<file path="config.mk">
export PLATFORM = sky130hd
export DESIGN_NAME = vt_escape_sequence_parser_core_flat
export DESIGN_NICKNAME = d
export VERILOG_FILES = /design/src/rtl/vtp_pkg.sv /design/src/rtl/vtp_if.sv /design/src/rtl/vtp_ctrl.sv /design/src/rtl/vtp_dp.sv /design/src/rtl/vt_escape_sequence_parser_core.sv /design/src/flat_wrapper.sv
export SDC_FILE = /design/constraint.sdc
export NUM_CORES = 1
export LEC_CHECK = 0
export BUFFER_PORTS_ARGS = -buffer_cell sky130_fd_sc_hd__buf_2
export CAP_MARGIN = 20
export CORE_MARGIN = 1
export CORE_UTILIZATION = 48
export DETAILED_ROUTE_END_ITERATION = 12
export GPL_TIMING_DRIVEN = 0
export PLACE_DENSITY_LB_ADDON = 0.12
export SLEW_MARGIN = 40
export SYNTH_ARGS = -nofsm -noshare
export SYNTH_HDL_FRONTEND = slang
export SYNTH_SLANG_ARGS = --single-unit
</file>
<file path="constraint.sdc">
create_clock -name clk -period 15.65 [get_ports clk]
set_input_delay 0.7825 -clock clk [delete_from_list [all_inputs] [get_ports clk]]
set_output_delay 0.7825 -clock clk [all_outputs]
set_load 0.05 [all_outputs]
</file>
<file path="src/rtl/vtp_pkg.sv">
// ----------------------------------------------------------------------------
// vtp_pkg
// Types, codes and constants of the escape-sequence parser.
// ----------------------------------------------------------------------------
package vtp_pkg;
  localparam int MAX_INTER_DEF  = 2;
  localparam int MAX_PARAMS_DEF = 16;

  typedef enum logic [3:0] {
    S_GROUND = 4'd0, S_ESC = 4'd1, S_ESC_INT = 4'd2, S_CSI_ENTRY = 4'd3,
    S_CSI_IGN = 4'd4, S_CSI_PARAM = 4'd5, S_CSI_INT = 4'd6, S_DCS_ENTRY = 4'd7,
    S_DCS_INT = 4'd8, S_DCS_IGN = 4'd9, S_DCS_PARAM = 4'd10, S_DCS_PASS = 4'd11,
    S_SOS = 4'd12, S_OSC = 4'd13, S_BAD = 4'd14, S_NONE = 4'd15
  } pstate_t;

  typedef enum logic [3:0] {
    A_PRINT = 4'd0, A_EXEC = 4'd1, A_HOOK = 4'd2, A_PUT = 4'd3,
    A_OSC_START = 4'd4, A_OSC_PUT = 4'd5, A_OSC_END = 4'd6, A_UNHOOK = 4'd7,
    A_CSI = 4'd8, A_ESC = 4'd9, A_IGNORE = 4'd10, A_COLLECT = 4'd11,
    A_PARAM = 4'd12, A_CLEAR = 4'd13, A_NONE = 4'd14
  } act_t;

  // controller phases: idle, exit action, transition action, entry action, parameter run, closing wait
  typedef enum logic [2:0] {
    C_IDLE, C_EXIT, C_TRANS, C_ENTRY, C_RUN, C_WAIT
  } cstate_t;

  typedef struct packed {
    act_t    act;
    pstate_t nxt;
  } lk_t;

  // command from controller to datapath
  typedef struct packed {
    logic       take;      // latch input byte
    logic       do_act;    // run internal action (collect/param/clear)
    act_t       act;
    logic [7:0] b;         // byte for emitted results and for collect/param actions
    logic       emit;      // load output register
    logic       run_first; // start a parameter run at index 0
    logic       run_next;  // advance run index
    logic       is_last;
  } cmd_t;

  typedef struct packed {
    logic run_end;   // current index is the final one of the run
    logic out_busy;  // output register full and not taken
  } sts_t;

  function automatic lk_t lookup(pstate_t st, logic [7:0] b);
    lk_t r;
    logic c0, inter, digit, priv, fin, csi;
    c0 = b < 8'h20;
    inter = b >= 8'h20 && b <= 8'h2f;
    digit = (b >= 8'h30 && b <= 8'h39) || b == 8'h3b;
    priv = b >= 8'h3c && b <= 8'h3f;
    fin = b >= 8'h40 && b <= 8'h7e;
    csi = st == S_CSI_ENTRY || st == S_CSI_PARAM || st == S_CSI_INT;
    r = '{A_NONE, S_NONE};
    if (b >= 8'ha0) return r;
    if (b == 8'h18 || b == 8'h1a || (b >= 8'h80 && b <= 8'h8f) ||
        (b >= 8'h91 && b <= 8'h97) || b == 8'h99 || b == 8'h9a) return '{A_EXEC, S_GROUND};
    if (b == 8'h9c) return '{A_NONE, S_GROUND};
    if (b == 8'h1b) return '{A_NONE, S_ESC};
    if (b == 8'h98 || b == 8'h9e || b == 8'h9f) return '{A_NONE, S_SOS};
    if (b == 8'h90) return '{A_NONE, S_DCS_ENTRY};
    if (b == 8'h9d) return '{A_NONE, S_OSC};
    if (b == 8'h9b) return '{A_NONE, S_CSI_ENTRY};
    case (st)
      S_GROUND: r = '{c0 ? A_EXEC : A_PRINT, S_NONE};
      S_ESC: begin
        if (c0) r = '{A_EXEC, S_NONE};
        else if (b == 8'h7f) r = '{A_IGNORE, S_NONE};
        else if (inter) r = '{A_COLLECT, S_ESC_INT};
        else if (b == 8'h5b) r = '{A_NONE, S_CSI_ENTRY};
        else if (b == 8'h5d) r = '{A_NONE, S_OSC};
        else if (b == 8'h50) r = '{A_NONE, S_DCS_ENTRY};
        else if (b == 8'h58 || b == 8'h5e || b == 8'h5f) r = '{A_NONE, S_SOS};
        else r = '{A_ESC, S_GROUND};
      end
      S_ESC_INT: begin
        if (c0) r = '{A_EXEC, S_NONE};
        else if (inter) r = '{A_COLLECT, S_NONE};
        else if (b == 8'h7f) r = '{A_IGNORE, S_NONE};
        else r = '{A_ESC, S_GROUND};
      end
      S_CSI_ENTRY, S_DCS_ENTRY: begin
        if (c0 || b == 8'h7f) r = '{(csi && c0) ? A_EXEC : A_IGNORE, S_NONE};
        else if (inter) r = '{A_COLLECT, csi ? S_CSI_INT : S_DCS_INT};
        else if (b == 8'h3a) r = '{A_NONE, csi ? S_CSI_IGN : S_DCS_IGN};
        else if (digit) r = '{A_PARAM, csi ? S_CSI_PARAM : S_DCS_PARAM};
        else if (priv) r = '{A_COLLECT, csi ? S_CSI_PARAM : S_DCS_PARAM};
        else if (csi) r = '{A_CSI, S_GROUND};
        else r = '{A_NONE, S_DCS_PASS};
      end
      S_CSI_IGN: begin
        if (c0) r = '{A_EXEC, S_NONE};
        else if (fin) r = '{A_NONE, S_GROUND};
        else r = '{A_IGNORE, S_NONE};
      end
      S_CSI_PARAM, S_DCS_PARAM: begin
        if (c0 || b == 8'h7f) r = '{(csi && c0) ? A_EXEC : A_IGNORE, S_NONE};
        else if (digit) r = '{A_PARAM, S_NONE};
        else if (b == 8'h3a || priv) r = '{A_NONE, csi ? S_CSI_IGN : S_DCS_IGN};
        else if (inter) r = '{A_COLLECT, csi ? S_CSI_INT : S_DCS_INT};
        else if (csi) r = '{A_CSI, S_GROUND};
        else r = '{A_NONE, S_DCS_PASS};
      end
      S_CSI_INT, S_DCS_INT: begin
        if (c0 || b == 8'h7f) r = '{(csi && c0) ? A_EXEC : A_IGNORE, S_NONE};
        else if (inter) r = '{A_COLLECT, S_NONE};
        else if (!fin) r = '{A_NONE, csi ? S_CSI_IGN : S_DCS_IGN};
        else if (csi) r = '{A_CSI, S_GROUND};
        else r = '{A_NONE, S_DCS_PASS};
      end
      S_DCS_IGN, S_SOS: r = '{A_IGNORE, S_NONE};
      S_DCS_PASS: r = '{b == 8'h7f ? A_IGNORE : A_PUT, S_NONE};
      S_OSC: r = '{c0 ? A_IGNORE : A_OSC_PUT, S_NONE};
      default: r = '{A_NONE, S_NONE};
    endcase
    return r;
  endfunction

  function automatic act_t entry_act(pstate_t st);
    case (st)
      S_ESC, S_CSI_ENTRY, S_DCS_ENTRY: return A_CLEAR;
      S_DCS_PASS: return A_HOOK;
      S_OSC: return A_OSC_START;
      default: return A_NONE;
    endcase
  endfunction

  function automatic act_t exit_act(pstate_t st);
    case (st)
      S_DCS_PASS: return A_UNHOOK;
      S_OSC: return A_OSC_END;
      default: return A_NONE;
    endcase
  endfunction

  // actions that give a result item
  function automatic logic is_emit(act_t a);
    return a <= A_ESC;
  endfunction

  function automatic logic is_run(act_t a);
    return a == A_HOOK || a == A_CSI || a == A_ESC;
  endfunction
endpackage

</file>
<file path="src/rtl/vtp_if.sv">
// ----------------------------------------------------------------------------
// vtp_in_if / vtp_out_if
// Valid/ready channels for terminal bytes and parser result items.
// ----------------------------------------------------------------------------
interface vtp_in_if;
  logic       valid;
  logic       ready;
  logic [7:0] byte_in;
  modport source (output valid, output byte_in, input ready);
  modport sink (input valid, input byte_in, output ready);
endinterface

interface vtp_out_if;
  logic        valid;
  logic        ready;
  logic [3:0]  action_code;
  logic [7:0]  byte_out;
  logic [4:0]  param_count;
  logic [3:0]  param_index;
  logic [15:0] param_value;
  logic [1:0]  inter_count;
  logic [7:0]  inter_first;
  logic [7:0]  inter_second;
  logic        overflow_flag;
  logic        last;
  modport source (output valid, output action_code, output byte_out, output param_count,
                  output param_index, output param_value, output inter_count,
                  output inter_first, output inter_second, output overflow_flag,
                  output last, input ready);
  modport sink (input valid, input action_code, input byte_out, input param_count,
                input param_index, input param_value, input inter_count,
                input inter_first, input inter_second, input overflow_flag,
                input last, output ready);
endinterface

</file>
<file path="src/rtl/vtp_ctrl.sv">
// ----------------------------------------------------------------------------
// vtp_ctrl
// Sequencer: exit, transition and entry actions, and parameter runs.
// ----------------------------------------------------------------------------
module vtp_ctrl
  import vtp_pkg::*;
(
  input  logic       clk,
  input  logic       rst_n,
  input  logic       in_valid,
  output logic       in_ready,
  input  logic [7:0] in_byte,
  input  sts_t       sts,
  output cmd_t       cmd
);
  cstate_t cs_r, cs_nxt;
  pstate_t ps_r, ps_nxt;
  lk_t     lk_r, lk_nxt;
  logic [7:0] b_r, b_nxt;
  act_t    run_act_r, run_act_nxt;
  logic    run_last_r, run_last_nxt;

  lk_t  lk_now;
  act_t ex_a, tr_a, en_a;
  logic moved;

  assign lk_now = lookup(ps_r, in_byte);
  assign moved  = lk_r.nxt != S_NONE;
  assign ex_a   = moved ? exit_act(ps_r) : A_NONE;
  assign tr_a   = lk_r.act;
  assign en_a   = moved ? entry_act(lk_r.nxt) : A_NONE;

  always_ff @(posedge clk) begin
    if (!rst_n) begin
      cs_r <= C_IDLE;
      ps_r <= S_GROUND;
    end else begin
      cs_r <= cs_nxt;
      ps_r <= ps_nxt;
    end
    lk_r <= lk_nxt;
    b_r <= b_nxt;
    run_act_r <= run_act_nxt;
    run_last_r <= run_last_nxt;
  end

  // next state
  always_comb begin
    cs_nxt = cs_r;
    ps_nxt = ps_r;
    lk_nxt = lk_r;
    b_nxt = b_r;
    run_act_nxt = run_act_r;
    run_last_nxt = run_last_r;
    case (cs_r)
      C_IDLE: if (in_valid) begin
        lk_nxt = lk_now;
        b_nxt = in_byte;
        cs_nxt = C_EXIT;
      end
      C_EXIT: if (!(is_emit(ex_a) && sts.out_busy)) cs_nxt = C_TRANS;
      C_TRANS: begin
        if (is_run(tr_a)) begin
          if (!sts.out_busy) begin
            run_act_nxt = tr_a;
            run_last_nxt = !is_emit(en_a);
            cs_nxt = sts.run_end ? C_ENTRY : C_RUN;
          end
        end else if (!(is_emit(tr_a) && sts.out_busy)) cs_nxt = C_ENTRY;
      end
      C_RUN: if (!sts.out_busy && sts.run_end) cs_nxt = run_act_r == tr_a ? C_ENTRY : C_WAIT;
      C_ENTRY: begin
        if (is_run(en_a)) begin
          if (!sts.out_busy) begin
            run_act_nxt = en_a;
            run_last_nxt = 1'b1;
            cs_nxt = sts.run_end ? C_WAIT : C_RUN;
          end
        end else if (!(is_emit(en_a) && sts.out_busy)) cs_nxt = C_WAIT;
        if (cs_nxt != C_ENTRY && cs_nxt != C_RUN && moved) ps_nxt = lk_r.nxt;
      end
      C_WAIT: cs_nxt = C_IDLE;
      default: cs_nxt = C_IDLE;
    endcase
    if (cs_r == C_RUN && cs_nxt == C_WAIT && moved) ps_nxt = lk_r.nxt;
  end

  // outputs
  always_comb begin
    cmd = '0;
    cmd.act = A_NONE;
    in_ready = cs_r == C_IDLE;
    case (cs_r)
      C_EXIT: begin
        cmd.act = ex_a;
        cmd.emit = is_emit(ex_a) && !sts.out_busy;
        cmd.is_last = !is_emit(tr_a) && !is_emit(en_a);
      end
      C_TRANS: begin
        cmd.act = tr_a;
        cmd.b = b_r;
        cmd.do_act = !is_emit(tr_a);
        cmd.emit = is_emit(tr_a) && !sts.out_busy;
        cmd.run_first = is_run(tr_a) && !sts.out_busy;
        cmd.is_last = !is_emit(en_a) && (!is_run(tr_a) || sts.run_end);
      end
      C_RUN: begin
        cmd.act = run_act_r;
        cmd.b = run_act_r == tr_a ? b_r : 8'h00;
        cmd.emit = !sts.out_busy;
        cmd.run_next = !sts.out_busy;
        cmd.is_last = run_last_r && sts.run_end;
      end
      C_ENTRY: begin
        cmd.act = en_a;
        cmd.do_act = !is_emit(en_a);
        cmd.emit = is_emit(en_a) && !sts.out_busy;
        cmd.run_first = is_run(en_a) && !sts.out_busy;
        cmd.is_last = !is_run(en_a) || sts.run_end;
      end
      default: ;
    endcase
    cmd.take = 1'b0;
  end
endmodule

</file>
<file path="src/rtl/vtp_dp.sv">
// ----------------------------------------------------------------------------
// vtp_dp
// Parameter and intermediate stores, run index and output register.
// ----------------------------------------------------------------------------
module vtp_dp
  import vtp_pkg::*;
#(
  parameter int MAX_INTER  = MAX_INTER_DEF,
  parameter int MAX_PARAMS = MAX_PARAMS_DEF
) (
  input  logic clk,
  input  logic rst_n,
  input  cmd_t cmd,
  output sts_t sts,
  vtp_out_if.source out_ch
);
  localparam int PW = $clog2(MAX_PARAMS + 1);
  localparam int PI = (MAX_PARAMS > 1) ? $clog2(MAX_PARAMS) : 1;
  localparam int IW = $clog2(MAX_INTER + 1);
  localparam int II = (MAX_INTER > 1) ? $clog2(MAX_INTER) : 1;

  logic [15:0] pst_r [MAX_PARAMS];
  logic [7:0]  ist_r [MAX_INTER];
  logic [PW-1:0] pt_r, pt_nxt;
  logic [IW-1:0] it_r, it_nxt;
  logic ov_r, ov_nxt;
  logic [PW-1:0] ri_r, ri_nxt;
  logic vld_r;
  logic [3:0] o_act_r;
  logic [7:0] o_b_r, o_i1_r, o_i2_r;
  logic [4:0] o_pc_r;
  logic [3:0] o_pi_r;
  logic [15:0] o_pv_r;
  logic [1:0] o_ic_r;
  logic o_ov_r, o_last_r;

  logic [PW-1:0] idx;
  logic [PI-1:0] wa;
  logic [19:0] prod;
  logic        wr;
  logic [15:0] wd;

  // index of the parameter emitted this cycle
  assign idx = cmd.run_first ? '0 : ri_r;
  assign sts.run_end = (pt_r == '0) || (idx + 1'b1 >= pt_r);
  assign sts.out_busy = vld_r && !out_ch.ready;

  always_comb begin
    pt_nxt = pt_r;
    it_nxt = it_r;
    ov_nxt = ov_r;
    wr = 1'b0;
    wa = '0;
    wd = '0;
    prod = '0;
    if (cmd.do_act) begin
      case (cmd.act)
        A_COLLECT: begin
          if (it_r >= IW'(MAX_INTER)) ov_nxt = 1'b1;
          else it_nxt = it_r + 1'b1;
        end
        A_PARAM: begin
          if (cmd.b == 8'h3b) begin
            if (pt_r < PW'(MAX_PARAMS)) begin
              wr = 1'b1;
              wa = PI'(pt_r);
              pt_nxt = pt_r + 1'b1;
            end
          end else begin
            wr = 1'b1;
            if (pt_r == '0) begin
              pt_nxt = PW'(1);
              prod = {16'd0, cmd.b[3:0]};
            end else begin
              wa = PI'(pt_r - 1'b1);
              prod = {pst_r[wa], 3'b000} + {2'b00, pst_r[wa], 1'b0} + {16'd0, cmd.b[3:0]};
            end
            wd = (prod > 20'd65535) ? 16'hffff : prod[15:0];
          end
        end
        A_CLEAR: begin
          pt_nxt = '0;
          it_nxt = '0;
          ov_nxt = 1'b0;
        end
        default: ;
      endcase
    end
    ri_nxt = ri_r;
    if (cmd.run_first) ri_nxt = PW'(1);
    else if (cmd.run_next) ri_nxt = ri_r + 1'b1;
  end

  always_ff @(posedge clk) begin
    if (!rst_n) begin
      pt_r <= '0;
      it_r <= '0;
      ov_r <= 1'b0;
      vld_r <= 1'b0;
    end else begin
      pt_r <= pt_nxt;
      it_r <= it_nxt;
      ov_r <= ov_nxt;
      if (cmd.emit) vld_r <= 1'b1;
      else if (out_ch.ready) vld_r <= 1'b0;
    end
    ri_r <= ri_nxt;
    if (wr) pst_r[wa] <= wd;
    if (cmd.do_act && cmd.act == A_COLLECT && it_r < IW'(MAX_INTER))
      ist_r[II'(it_r)] <= cmd.b;
    if (cmd.emit) begin
      o_act_r <= cmd.act;
      o_b_r <= cmd.b;
      o_pc_r <= 5'(pt_r);
      o_last_r <= cmd.is_last;
      o_ov_r <= ov_r;
      o_ic_r <= (it_r > IW'(3)) ? 2'd3 : 2'(it_r);
      o_i1_r <= (it_r >= IW'(1)) ? ist_r[0] : 8'h00;
      o_i2_r <= (it_r >= IW'(2) && MAX_INTER >= 2) ? ist_r[1 % MAX_INTER] : 8'h00;
      if (is_run(act_t'(cmd.act)) && pt_r != '0) begin
        o_pi_r <= 4'(idx);
        o_pv_r <= pst_r[PI'(idx)];
      end else begin
        o_pi_r <= 4'd0;
        o_pv_r <= 16'd0;
      end
    end
  end

  assign out_ch.valid = vld_r;
  assign out_ch.action_code = o_act_r;
  assign out_ch.byte_out = o_b_r;
  assign out_ch.param_count = o_pc_r;
  assign out_ch.param_index = o_pi_r;
  assign out_ch.param_value = o_pv_r;
  assign out_ch.inter_count = o_ic_r;
  assign out_ch.inter_first = o_i1_r;
  assign out_ch.inter_second = o_i2_r;
  assign out_ch.overflow_flag = o_ov_r;
  assign out_ch.last = o_last_r;
endmodule

</file>
<file path="src/rtl/vt_escape_sequence_parser_core.sv">
// ----------------------------------------------------------------------------
// vt_escape_sequence_parser_core
// DEC/ANSI escape-sequence parser, one terminal byte per input item.
// ----------------------------------------------------------------------------
// in_ch carries raw terminal bytes; out_ch carries parser events (print,
// execute, put, OSC, hook/unhook, dispatch). Dispatch and hook give one
// result item per stored parameter, or a single item when none is stored;
// last marks the final item of a byte. Each byte walks the sequencer
// through exit, transition and entry phases and a closing wait phase; a
// parameter run adds a run phase that gives the items for the parameters
// beyond the first. The sequencer phases are in vtp_ctrl.
// The first result is registered in the exit phase when it comes from an
// exit action, in the transition phase when it comes from a transition
// action and in the entry phase when it comes from an entry action.
// Results sit in an output register; a stall there holds the sequencer in
// its phase until the register is taken. A byte with no result still takes
// the full phase walk.
// Reset puts the parser in the ground state with no parameters or
// intermediates collected; the output register comes up empty.
// ----------------------------------------------------------------------------
module vt_escape_sequence_parser_core
  import vtp_pkg::*;
#(
  parameter int MAX_INTER  = MAX_INTER_DEF,
  parameter int MAX_PARAMS = MAX_PARAMS_DEF
) (
  input logic clk,
  input logic rst_n,
  vtp_in_if.sink    in_ch,
  vtp_out_if.source out_ch
);
  cmd_t cmd;
  sts_t sts;

  vtp_ctrl u_ctrl (
    .clk(clk), .rst_n(rst_n), .in_valid(in_ch.valid), .in_ready(in_ch.ready),
    .in_byte(in_ch.byte_in), .sts(sts), .cmd(cmd)
  );

  vtp_dp #(.MAX_INTER(MAX_INTER), .MAX_PARAMS(MAX_PARAMS)) u_dp (
    .clk(clk), .rst_n(rst_n), .cmd(cmd), .sts(sts), .out_ch(out_ch)
  );
endmodule

</file>
<file path="src/flat_wrapper.sv">
// flat-port wrapper written by rule: the top's interface ports become plain ports
module vt_escape_sequence_parser_core_flat import vtp_pkg::*;
#(
  parameter int MAX_INTER  = MAX_INTER_DEF,
  parameter int MAX_PARAMS = MAX_PARAMS_DEF
)
  (clk, rst_n, in_ch_valid, in_ch_byte_in, in_ch_ready, out_ch_valid, out_ch_action_code, out_ch_byte_out, out_ch_param_count, out_ch_param_index, out_ch_param_value, out_ch_inter_count, out_ch_inter_first, out_ch_inter_second, out_ch_overflow_flag, out_ch_last, out_ch_ready);
  vtp_in_if in_ch_i ();
  vtp_out_if out_ch_i ();
  input logic clk;
  input logic rst_n;
  input wire logic [$bits(in_ch_i.valid)-1:0] in_ch_valid;
  input wire logic [$bits(in_ch_i.byte_in)-1:0] in_ch_byte_in;
  output wire logic [$bits(in_ch_i.ready)-1:0] in_ch_ready;
  output wire logic [$bits(out_ch_i.valid)-1:0] out_ch_valid;
  output wire logic [$bits(out_ch_i.action_code)-1:0] out_ch_action_code;
  output wire logic [$bits(out_ch_i.byte_out)-1:0] out_ch_byte_out;
  output wire logic [$bits(out_ch_i.param_count)-1:0] out_ch_param_count;
  output wire logic [$bits(out_ch_i.param_index)-1:0] out_ch_param_index;
  output wire logic [$bits(out_ch_i.param_value)-1:0] out_ch_param_value;
  output wire logic [$bits(out_ch_i.inter_count)-1:0] out_ch_inter_count;
  output wire logic [$bits(out_ch_i.inter_first)-1:0] out_ch_inter_first;
  output wire logic [$bits(out_ch_i.inter_second)-1:0] out_ch_inter_second;
  output wire logic [$bits(out_ch_i.overflow_flag)-1:0] out_ch_overflow_flag;
  output wire logic [$bits(out_ch_i.last)-1:0] out_ch_last;
  input wire logic [$bits(out_ch_i.ready)-1:0] out_ch_ready;
  assign in_ch_i.valid = in_ch_valid;
  assign in_ch_i.byte_in = in_ch_byte_in;
  assign in_ch_ready = in_ch_i.ready;
  assign out_ch_valid = out_ch_i.valid;
  assign out_ch_action_code = out_ch_i.action_code;
  assign out_ch_byte_out = out_ch_i.byte_out;
  assign out_ch_param_count = out_ch_i.param_count;
  assign out_ch_param_index = out_ch_i.param_index;
  assign out_ch_param_value = out_ch_i.param_value;
  assign out_ch_inter_count = out_ch_i.inter_count;
  assign out_ch_inter_first = out_ch_i.inter_first;
  assign out_ch_inter_second = out_ch_i.inter_second;
  assign out_ch_overflow_flag = out_ch_i.overflow_flag;
  assign out_ch_last = out_ch_i.last;
  assign out_ch_i.ready = out_ch_ready;
  vt_escape_sequence_parser_core #(.MAX_INTER(MAX_INTER), .MAX_PARAMS(MAX_PARAMS)) u_core (.clk(clk), .rst_n(rst_n), .in_ch(in_ch_i), .out_ch(out_ch_i));
endmodule
</file>
Yosys cells after proc, flatten, opt, wreduce, memory -nomap -nowiden
Memory sizes are Yosys's and may differ from the RTL's. A register that Yosys moved wholly into a read port is not among the register bits.
Cells that the tools add are included.
{"block": "totals", "register_bits": 67, "latch_bits": 0, "ram_bits": 272, "mem_bits_ro": 0, "in_bits": 12, "output_inout_bits": 59, "word_cells": 362, "mem_count": 2}
{"block": "classes", "add_sub_neg": 7, "mul": 0, "div": 0, "order_cmp": 24, "eq_ne": 69, "n_shift": 0, "muxes": 161, "bitwise_logic": 0, "n_reduce_logical": 80}
{"memory": "u_core.u_dp.pst_r", "words": 16, "width": 16, "rd": 2, "rd_ports_with_merged_regs": 1, "write_ports": 1, "line_no": "vtp_dp.sv:22", "source": "logic [15:0] pst_r [MAX_PARAMS];"}
{"memory": "u_core.u_dp.ist_r", "words": 2, "width": 8, "rd": 2, "rd_ports_with_merged_regs": 2, "write_ports": 1, "line_no": "vtp_dp.sv:23", "source": "logic [7:0] ist_r [MAX_INTER];"}
{"op": "8-bit 2-to-1 mux", "n": 30}
{"op": "7-bit 2-to-1 mux", "n": 15}
{"op": "20-bit 2-to-1 mux", "n": 4}
{"op": "4-bit 2-to-1 mux", "n": 20}
{"op": "8-bit case mux with 10 select lines", "n": 1}
{"op": "8-bit == test, second input constant", "n": 9}
{"op": "4-bit == test, second input constant", "n": 17}
{"op": "16-bit 2-to-1 mux", "n": 4}
{"op": "8-bit by 7-bit == test with 1-bit output, second input constant", "n": 7}
{"op": "1-bit 2-to-1 mux", "n": 54}
{"op": "3-bit 2-to-1 mux", "n": 12}
{"op": "1-bit logical AND", "n": 27}
{"op": "4-bit by 2-bit == test with 1-bit output, second input constant", "n": 6}
{"op": "8-bit by 5-bit == test with 1-bit output, second input constant", "n": 3}
{"op": "8-bit by 6-bit == test with 1-bit output, second input constant", "n": 3}
{"op": "8-bit by 6-bit >= comparator with 1-bit output, second input constant", "n": 3}
{"op": "8-bit >= comparator, second input constant", "n": 3}
{"op": "8-bit by 6-bit less-or-equal comparator with 1-bit output, second input constant", "n": 3}
{"op": "1-bit logical OR", "n": 23}
{"op": "19-bit by 17-bit adder with 20-bit output", "n": 1}
{"op": "20-bit by 4-bit adder with 20-bit output", "n": 1}
{"op": "4-bit by 3-bit == test with 1-bit output, second input constant", "n": 5}
{"op": "20-bit by 16-bit > comparator with 1-bit output, second input constant", "n": 1}
{"op": "5-bit 2-to-1 mux", "n": 4}
{"op": "other kinds (47)", "n": 85}

Longest topological paths before layout
{"block": "depth", "word_depth": 43, "ltp_mapped": 21, "ltp_nobuf": 16}

Modules after synthesis
From an unflattened synthesis, not the netlist that was laid out.
{"block": "unflattened", "cells_unflattened": 1530, "area_unflattened_um2": 19667.6}
{"module": "vtp_dp", "n_inst": 1, "cells_each": 1150, "area_per_inst_um2": 16757.3, "seq_area_each_um2": 10159.7}
{"module": "vtp_ctrl", "n_inst": 1, "cells_each": 380, "area_per_inst_um2": 2910.3, "seq_area_each_um2": 770.7}

Worst setup path before layout
No wires, ideal clock.
{"block": "synth_path", "path_kind": "register to register", "from": "reg u_core.u_dp.pt_r[0]", "to": "mem u_core.u_dp.pst_r[0][10] (data pin)", "setup_time_ns": 0.350, "arrival_ns": 5.881, "t_required_ns": 15.300, "slack_ns": 9.419, "stages_incl_launch_ff": 21, "path_buffers": 6, "synth_period_minus_slack_ns": 6.231, "path_cell_list": "dfxtp_1 -> buf_2 -> buf_1 -> buf_2 -> inv_1 -> ha_1 -> clkbuf_1 -> clkbuf_1 -> mux4_2 -> mux4_2 -> inv_1 -> fa_1 -> fa_1 -> nor2b_1 -> o31a_1 -> o31a_1 -> o2111ai_1 -> and2_1 -> o31ai_1 -> buf_2 -> a31oi_1"}
{"block": "synth_between", "elab_chain_cells": 13, "word_cells_on_any_way": 14, "cone_classes": "add/sub (3); order compare (1); mux (8); reduce/logical (1); memory (1)"}
{"element": "from (decl)", "line_no": "vtp_dp.sv:24", "source": "logic [PW-1:0] pt_r, pt_nxt;"}
{"element": "from (signal assigned)", "line_no": "vtp_dp.sv:101", "source": "pt_r <= pt_nxt;"}
{"element": "4-bit by 1-bit subtractor with 4-bit output", "line_no": "vtp_dp.sv:75", "source": "wa = PI'(pt_r - 1'b1);"}
{"element": "memory 16 x 16 bit"}
{"element": "19-bit by 17-bit adder with 20-bit output", "line_no": "vtp_dp.sv:76", "source": "prod = {pst_r[wa], 3'b000} + {2'b00, pst_r[wa], 1'b0} + {16'd0, cmd.b[3:0]};"}
{"element": "20-bit by 4-bit adder with 20-bit output", "line_no": "vtp_dp.sv:76"}
{"element": "20-bit 2-to-1 mux (*)", "line_no": "vtp_dp.sv:71", "source": "if (pt_r == '0) begin"}
{"element": "20-bit 2-to-1 mux (*)", "line_no": "vtp_dp.sv:63", "source": "if (cmd.b == 8'h3b) begin"}
{"element": "20-bit 2-to-1 mux (*)", "line_no": "vtp_dp.sv:57", "source": "case (cmd.act)"}
{"element": "20-bit 2-to-1 mux (*)", "line_no": "vtp_dp.sv:56", "source": "if (cmd.do_act) begin"}
{"element": "20-bit by 16-bit > comparator with 1-bit output", "line_no": "vtp_dp.sv:78", "source": "wd = (prod > 20'd65535) ? 16'hffff : prod[15:0];"}
{"element": "16-bit 2-to-1 mux (*)", "line_no": "vtp_dp.sv:78"}
{"element": "16-bit 2-to-1 mux (*)", "line_no": "vtp_dp.sv:63"}
{"element": "16-bit 2-to-1 mux (*)", "line_no": "vtp_dp.sv:57"}
{"element": "16-bit 2-to-1 mux (*)", "line_no": "vtp_dp.sv:56"}
{"element": "net u_core.u_dp.wd[10]", "line_no": "vtp_dp.sv:41", "source": "logic [15:0] wd;"}
{"element": "to (decl)", "line_no": "vtp_dp.sv:22"}
Mark *: on every way through the listed nets, which the timed path passes. The rest lies on a longest branch. The select of a mux whose other input is x is not followed.

Worst setup path in the final report
{"block": "layout_path", "from": "reg u_core.u_dp.pt_r[0]", "to": "mem u_core.u_dp.pst_r[3][13] (data pin)"}
The elaborated chain is that of the path after synthesis.

==> results.txt <==
----------------------------------------------------
[Yosys]
  Prevailing post-synth register cell ... sky130_fd_sc_hd__edfxtp_1
  Count of yosys warnings during synthesis ... 0
  Cells taking the most area after synthesis ... sky130_fd_sc_hd__edfxtp_1 54%, sky130_fd_sc_hd__mux4_2 11%, sky130_fd_sc_hd__ha_1 3.1%
  Mean post-synth cell area ... 13.4 sq um
  Instance count of the mapped netlist ... 1465
  Ys async rst share ... 0
  Net count of the mapped netlist ... 1528
  Post-Syn Area ... 19600 sq um
  Share of the synthesized area in the top cell type ... 0.537
  Post-synthesis register bit count ... 371
  Number of enable-type register cells in the synthesized netlist ... between 300 and 400
  Synth cell types ... 89
  Cell type with the highest aggregate area in the netlist ... sky130_fd_sc_hd__edfxtp_1
  Portion of the post-synthesis area used by sequential elements ... 0.558

[Floorplanning]
  Die height ... 204 um
  Floorplan die area ... 41600 sq um
  I/O pins ... 71
  # rows ... 73
  Initial core utilization ... 0.490
  DIE WIDTH ... 204 um
  CORE AREA ... roughly 40000 sq um

[Critical path]
  Startpoint of the lowest-slack register-to-register path ... u_core.u_dp.pt_r[0]
  Category of the critical setup timing path ... flip-flop to flip-flop
  Setup slack, reg-to-reg ... a little over 7 ns
  Count of cells along the worst register-to-register path ... 21
  Worst reg2reg path endpoint ... u_core.u_dp.pst_r[3][13]
  Endpoint arrival time on the critical path ... between 8 and 9 ns
  Critical-path maximum fanout ... 16
  Data required time of the worst path ... 15.81 ns
  Critical path startpoint category ... flip-flop
  Kind of end point of the critical path ... flip-flop

[Timing]
  Clock skew after layout ... about 0.026 ns
  Timing-limited maximum frequency ... 118 MHz
  Summed negative setup slack over all endpoints ... 0 ns
  Unrepaired setup endpoints after global routing ... false
  Worst rel slew slack ... 0.348
  Final period demand of the worst path ... 8.47 ns
  Share of the clock period used by the worst path ... 0.541
  WHS ... 0.439 ns
  Slew at the pin closest to its max-slew limit ... 0.979 ns
  Final number of hold-violating endpoints ... 0
  Count of final setup violators ... 0
  Final count of pins violating max slew ... 0

[Final layout]
  Net count of the finished layout ... 1665
  Final antenna diode count ... 0
  Ratio of cells with drive above 1 in the final layout ... 0.245
  Number of fill cells ... 3301
  Syn-to-layout area delta ... 16.0%
  Final Instance Area ... 22700 sq um

[Drt]
  Iteration count of the initial detailed-routing pass ... 5
  Routed wire per std cell ... 28.2 um
  Routed vias ... around 14000
  DR iter-0 viols ... between 1500 and 2000
  Count of nets left with antenna violations after detail routing ... 0
  Sum of routed wire length over all layers ... about 60000 um
  DR vias/cell ... around 6.5
  Total DRC errors in the routed layout ... 0

[Pwr]
  Peak supply drop ... about 0.000076 V
  Leakage power ... 0.00807 uW
  Areal power density over the cells ... 133 nW/um^2

[Run status]
  Result of the run ... completed

[Place]
  Number of buffers inserted by port buffering ... 70
  DP HPWL ... 44000 um
  RePlAce Congestion ... 0.913
  Instance area after placement ... 21200 sq um

[CTS]
  Count of hold buffers inserted by post-cts repair ... 0
  Maximum buffer depth of the clock tree ... 3
  Clock latency on the worst-skew pair ... approximately 0.56 ns
  Sinks on Clock Net ... roughly 370
  Clock tree from TritonCTS ... built
  H-Tree Level Count ... 2
  Number of CTS-inserted buffers ... slightly above 40
  Register clock-pin slew on the reported worst setup and hold paths ... 0.06 ns
  # resized after CTS ... 0
  Post-CTS setup-driven buffer insertion count ... 0
  Clock root cell ... sky130_fd_sc_hd__clkbuf_16

[Flow run]
  Max-cap violations ... 0

[Hold path]
  Cells on Worst Hold Path ... 0
  Hold wc startpoint ... u_core.u_dp.ov_r
  Hold Path Class ... flip-flop to flip-flop
  Hold endpoint ... u_core.u_dp.out_ch.overflow_flag

[Global routing]
  Pin count of the biggest net entering global routing ... 23
  Grt ovf ... 0
  Overall global routing resource usage ... 0.297
  Vias in the first global route ... 13800
  Global-route wire length before repair ... between 80000 and 90000 um
  Number of antenna violations at the first check in global routing ... 1

----------------------------------------------------
==> registers in the layout, summed over array words and instances (netlist names), 5 cells and up <==
signal	flops
u_core.u_dp.pst_r	256
u_core.u_dp.out_ch.param_value	16
u_core.u_dp.out_ch.inter_second	8
u_core.u_dp.out_ch.inter_first	8
u_core.u_dp.pt_r	5
u_core.u_dp.out_ch.param_count	5
u_core.u_dp.ri_r	5
u_core.u_dp.ist_r	16
u_core.u_ctrl.b_r	8
u_core.u_dp.out_ch.byte_out	8
==> critical path: stages (launching register included) <==
cell and delay, ns:
sky130_fd_sc_hd__dfxtp_1 0.40, sky130_fd_sc_hd__buf_2 0.29, sky130_fd_sc_hd__buf_2 0.40, sky130_fd_sc_hd__buf_2 0.41, sky130_fd_sc_hd__inv_1 0.18, sky130_fd_sc_hd__ha_1 0.44
sky130_fd_sc_hd__clkbuf_1 0.76, sky130_fd_sc_hd__clkbuf_1 0.72, sky130_fd_sc_hd__mux4_2 0.43, sky130_fd_sc_hd__mux4_2 0.53, sky130_fd_sc_hd__ha_1 0.31, sky130_fd_sc_hd__ha_1 0.16
sky130_fd_sc_hd__inv_1 0.06, sky130_fd_sc_hd__fa_1 0.39, sky130_fd_sc_hd__nor2b_1 0.18, sky130_fd_sc_hd__o31a_1 0.19, sky130_fd_sc_hd__o31a_1 0.19, sky130_fd_sc_hd__o2111ai_1 0.16
sky130_fd_sc_hd__and2_1 0.21, sky130_fd_sc_hd__o31ai_2 0.74, sky130_fd_sc_hd__buf_2 0.48, sky130_fd_sc_hd__a31oi_2 0.42
==> cells in the mapped netlist, types with 9 or more instances <==
library cell / number
sky130_fd_sc_hd__a211oi_1: 25
sky130_fd_sc_hd__a21oi_1: 97
sky130_fd_sc_hd__a221oi_1: 16
sky130_fd_sc_hd__a31oi_1: 17
sky130_fd_sc_hd__and2_1: 13
sky130_fd_sc_hd__and3_1: 10
sky130_fd_sc_hd__buf_1: 13
sky130_fd_sc_hd__buf_2: 21
sky130_fd_sc_hd__clkbuf_1: 59
sky130_fd_sc_hd__dfxtp_1: 21
sky130_fd_sc_hd__edfxtp_1: 350
sky130_fd_sc_hd__ha_1: 49
sky130_fd_sc_hd__inv_1: 29
sky130_fd_sc_hd__mux2_2: 25
sky130_fd_sc_hd__mux2i_1: 48
sky130_fd_sc_hd__mux4_2: 96
sky130_fd_sc_hd__nand2_1: 68
sky130_fd_sc_hd__nand2b_1: 13
sky130_fd_sc_hd__nand3_1: 34
sky130_fd_sc_hd__nor2_1: 95
sky130_fd_sc_hd__nor2b_1: 41
sky130_fd_sc_hd__nor3_1: 32
sky130_fd_sc_hd__o21a_1: 9
sky130_fd_sc_hd__o21ai_0: 60
sky130_fd_sc_hd__o221ai_1: 17
sky130_fd_sc_hd__o2bb2ai_1: 11
sky130_fd_sc_hd__or3_1: 11
sky130_fd_sc_hd__xnor2_1: 16
==> cells by family (layout without fill, tap and decap cells) <==
kind of cell               after synthesis  count (layout)  synth area share
and+or+nand+nor                        374             374             0.101
AOI/OAI and AO/OA                      349             349             0.121
adders and majority gates               51              51            0.0333
muxes                                  169             169             0.149
buffers and inverters                  127             297            0.0264
DFF                                    371             371             0.558
xor gates and xnor gates                24              24            0.0107
==> report_power, final <==
part | internal, uW | total (uW) | leakage [uW] | switching, uW
Sequential | 1150 | 1170 | 0.00379 | 28.2
Clock | 628 | 1030 | 0.000700 | 405
Combinational | 235 | 824 | 0.00357 | 589
Total | 2010 | 3030 | 0.00807 | 1020
==> per-stage QoR <==
step / worst slack, ns / total power, uW / instances / utilization
6_report: 7.18 / 3030 / 2160 / 0.568
3_5_place_dp: 7.13 / 2000 / 2082 / 0.529
4_1_cts: 7.11 / 3020 / 2158 / 0.566
5_1_grt: 7.01 / 3130 / 2160 / 0.568
2_1_floorplan: 9.42 / 1730 / 1465 / -
3_3_place_gp: 6.78 / 1980 / 2060 / 0.515
==> area by class of cell <==
type | instances | area [sq um] | area share
clock buffers | 51 | 1160 | 0.0509
multi-input cells | 967 | 8450 | 0.372
repair buffers | 94 | 679 | 0.0299
flip-flops and latches | 371 | 10900 | 0.481
clock inverters | 25 | 307 | 0.0135
well taps | 525 | 657 | 0.0289
plain buffers | 96 | 422 | 0.0186
inverters | 31 | 116 | 0.00512
==> worst max path at each step <==
stage	startpoint	endpoint	slack, ns	cells past startpoint
6_report	u_core.u_dp.pt_r[0]	u_core.u_dp.pst_r[3][13]	7.18	21
5_1_grt	u_core.u_dp.pt_r[0]	u_core.u_dp.pst_r[3][13]	7.01	21
4_1_cts	u_core.u_dp.pt_r[0]	u_core.u_dp.pst_r[6][10]	7.11	20
3_5_place_dp	u_core.u_dp.pt_r[0]	u_core.u_dp.pst_r[5][11]	7.13	20
3_3_place_gp	u_core.u_dp.pt_r[0]	u_core.u_dp.pst_r[4][14]	6.78	19
2_1_floorplan	u_core.u_dp.pt_r[0]	u_core.u_dp.pst_r[0][10]	9.42	20
==> layer usage <==
metal  vias up  track usage  wire length [um]
met4         0        0.100              1910
met5         -            0                 0
li1       6125            -                 -
met1      7038        0.416             24600
met2       779        0.460             28000
met3       109       0.0641              6350
==> cell usage in the layout, fill, tap and decap left out, drive strengths merged, types with 17 or more instances in the layout <==
| cell type | n |
|---|---|
| nor2 | 96 |
| mux2i | 48 |
| mux2 | 25 |
| a211oi | 25 |
| edfxtp | 350 |
| nor3 | 32 |
| nand3 | 34 |
| clkbuf | 112 |
| nand2 | 71 |
| o21ai | 64 |
| ha | 49 |
| nor2b | 42 |
| a31oi | 17 |
| a21oi | 99 |
| buf | 129 |
| dfxtp | 21 |
| mux4 | 96 |
| inv | 34 |
| o221ai | 18 |
Power figures use the tool's default switching activity.
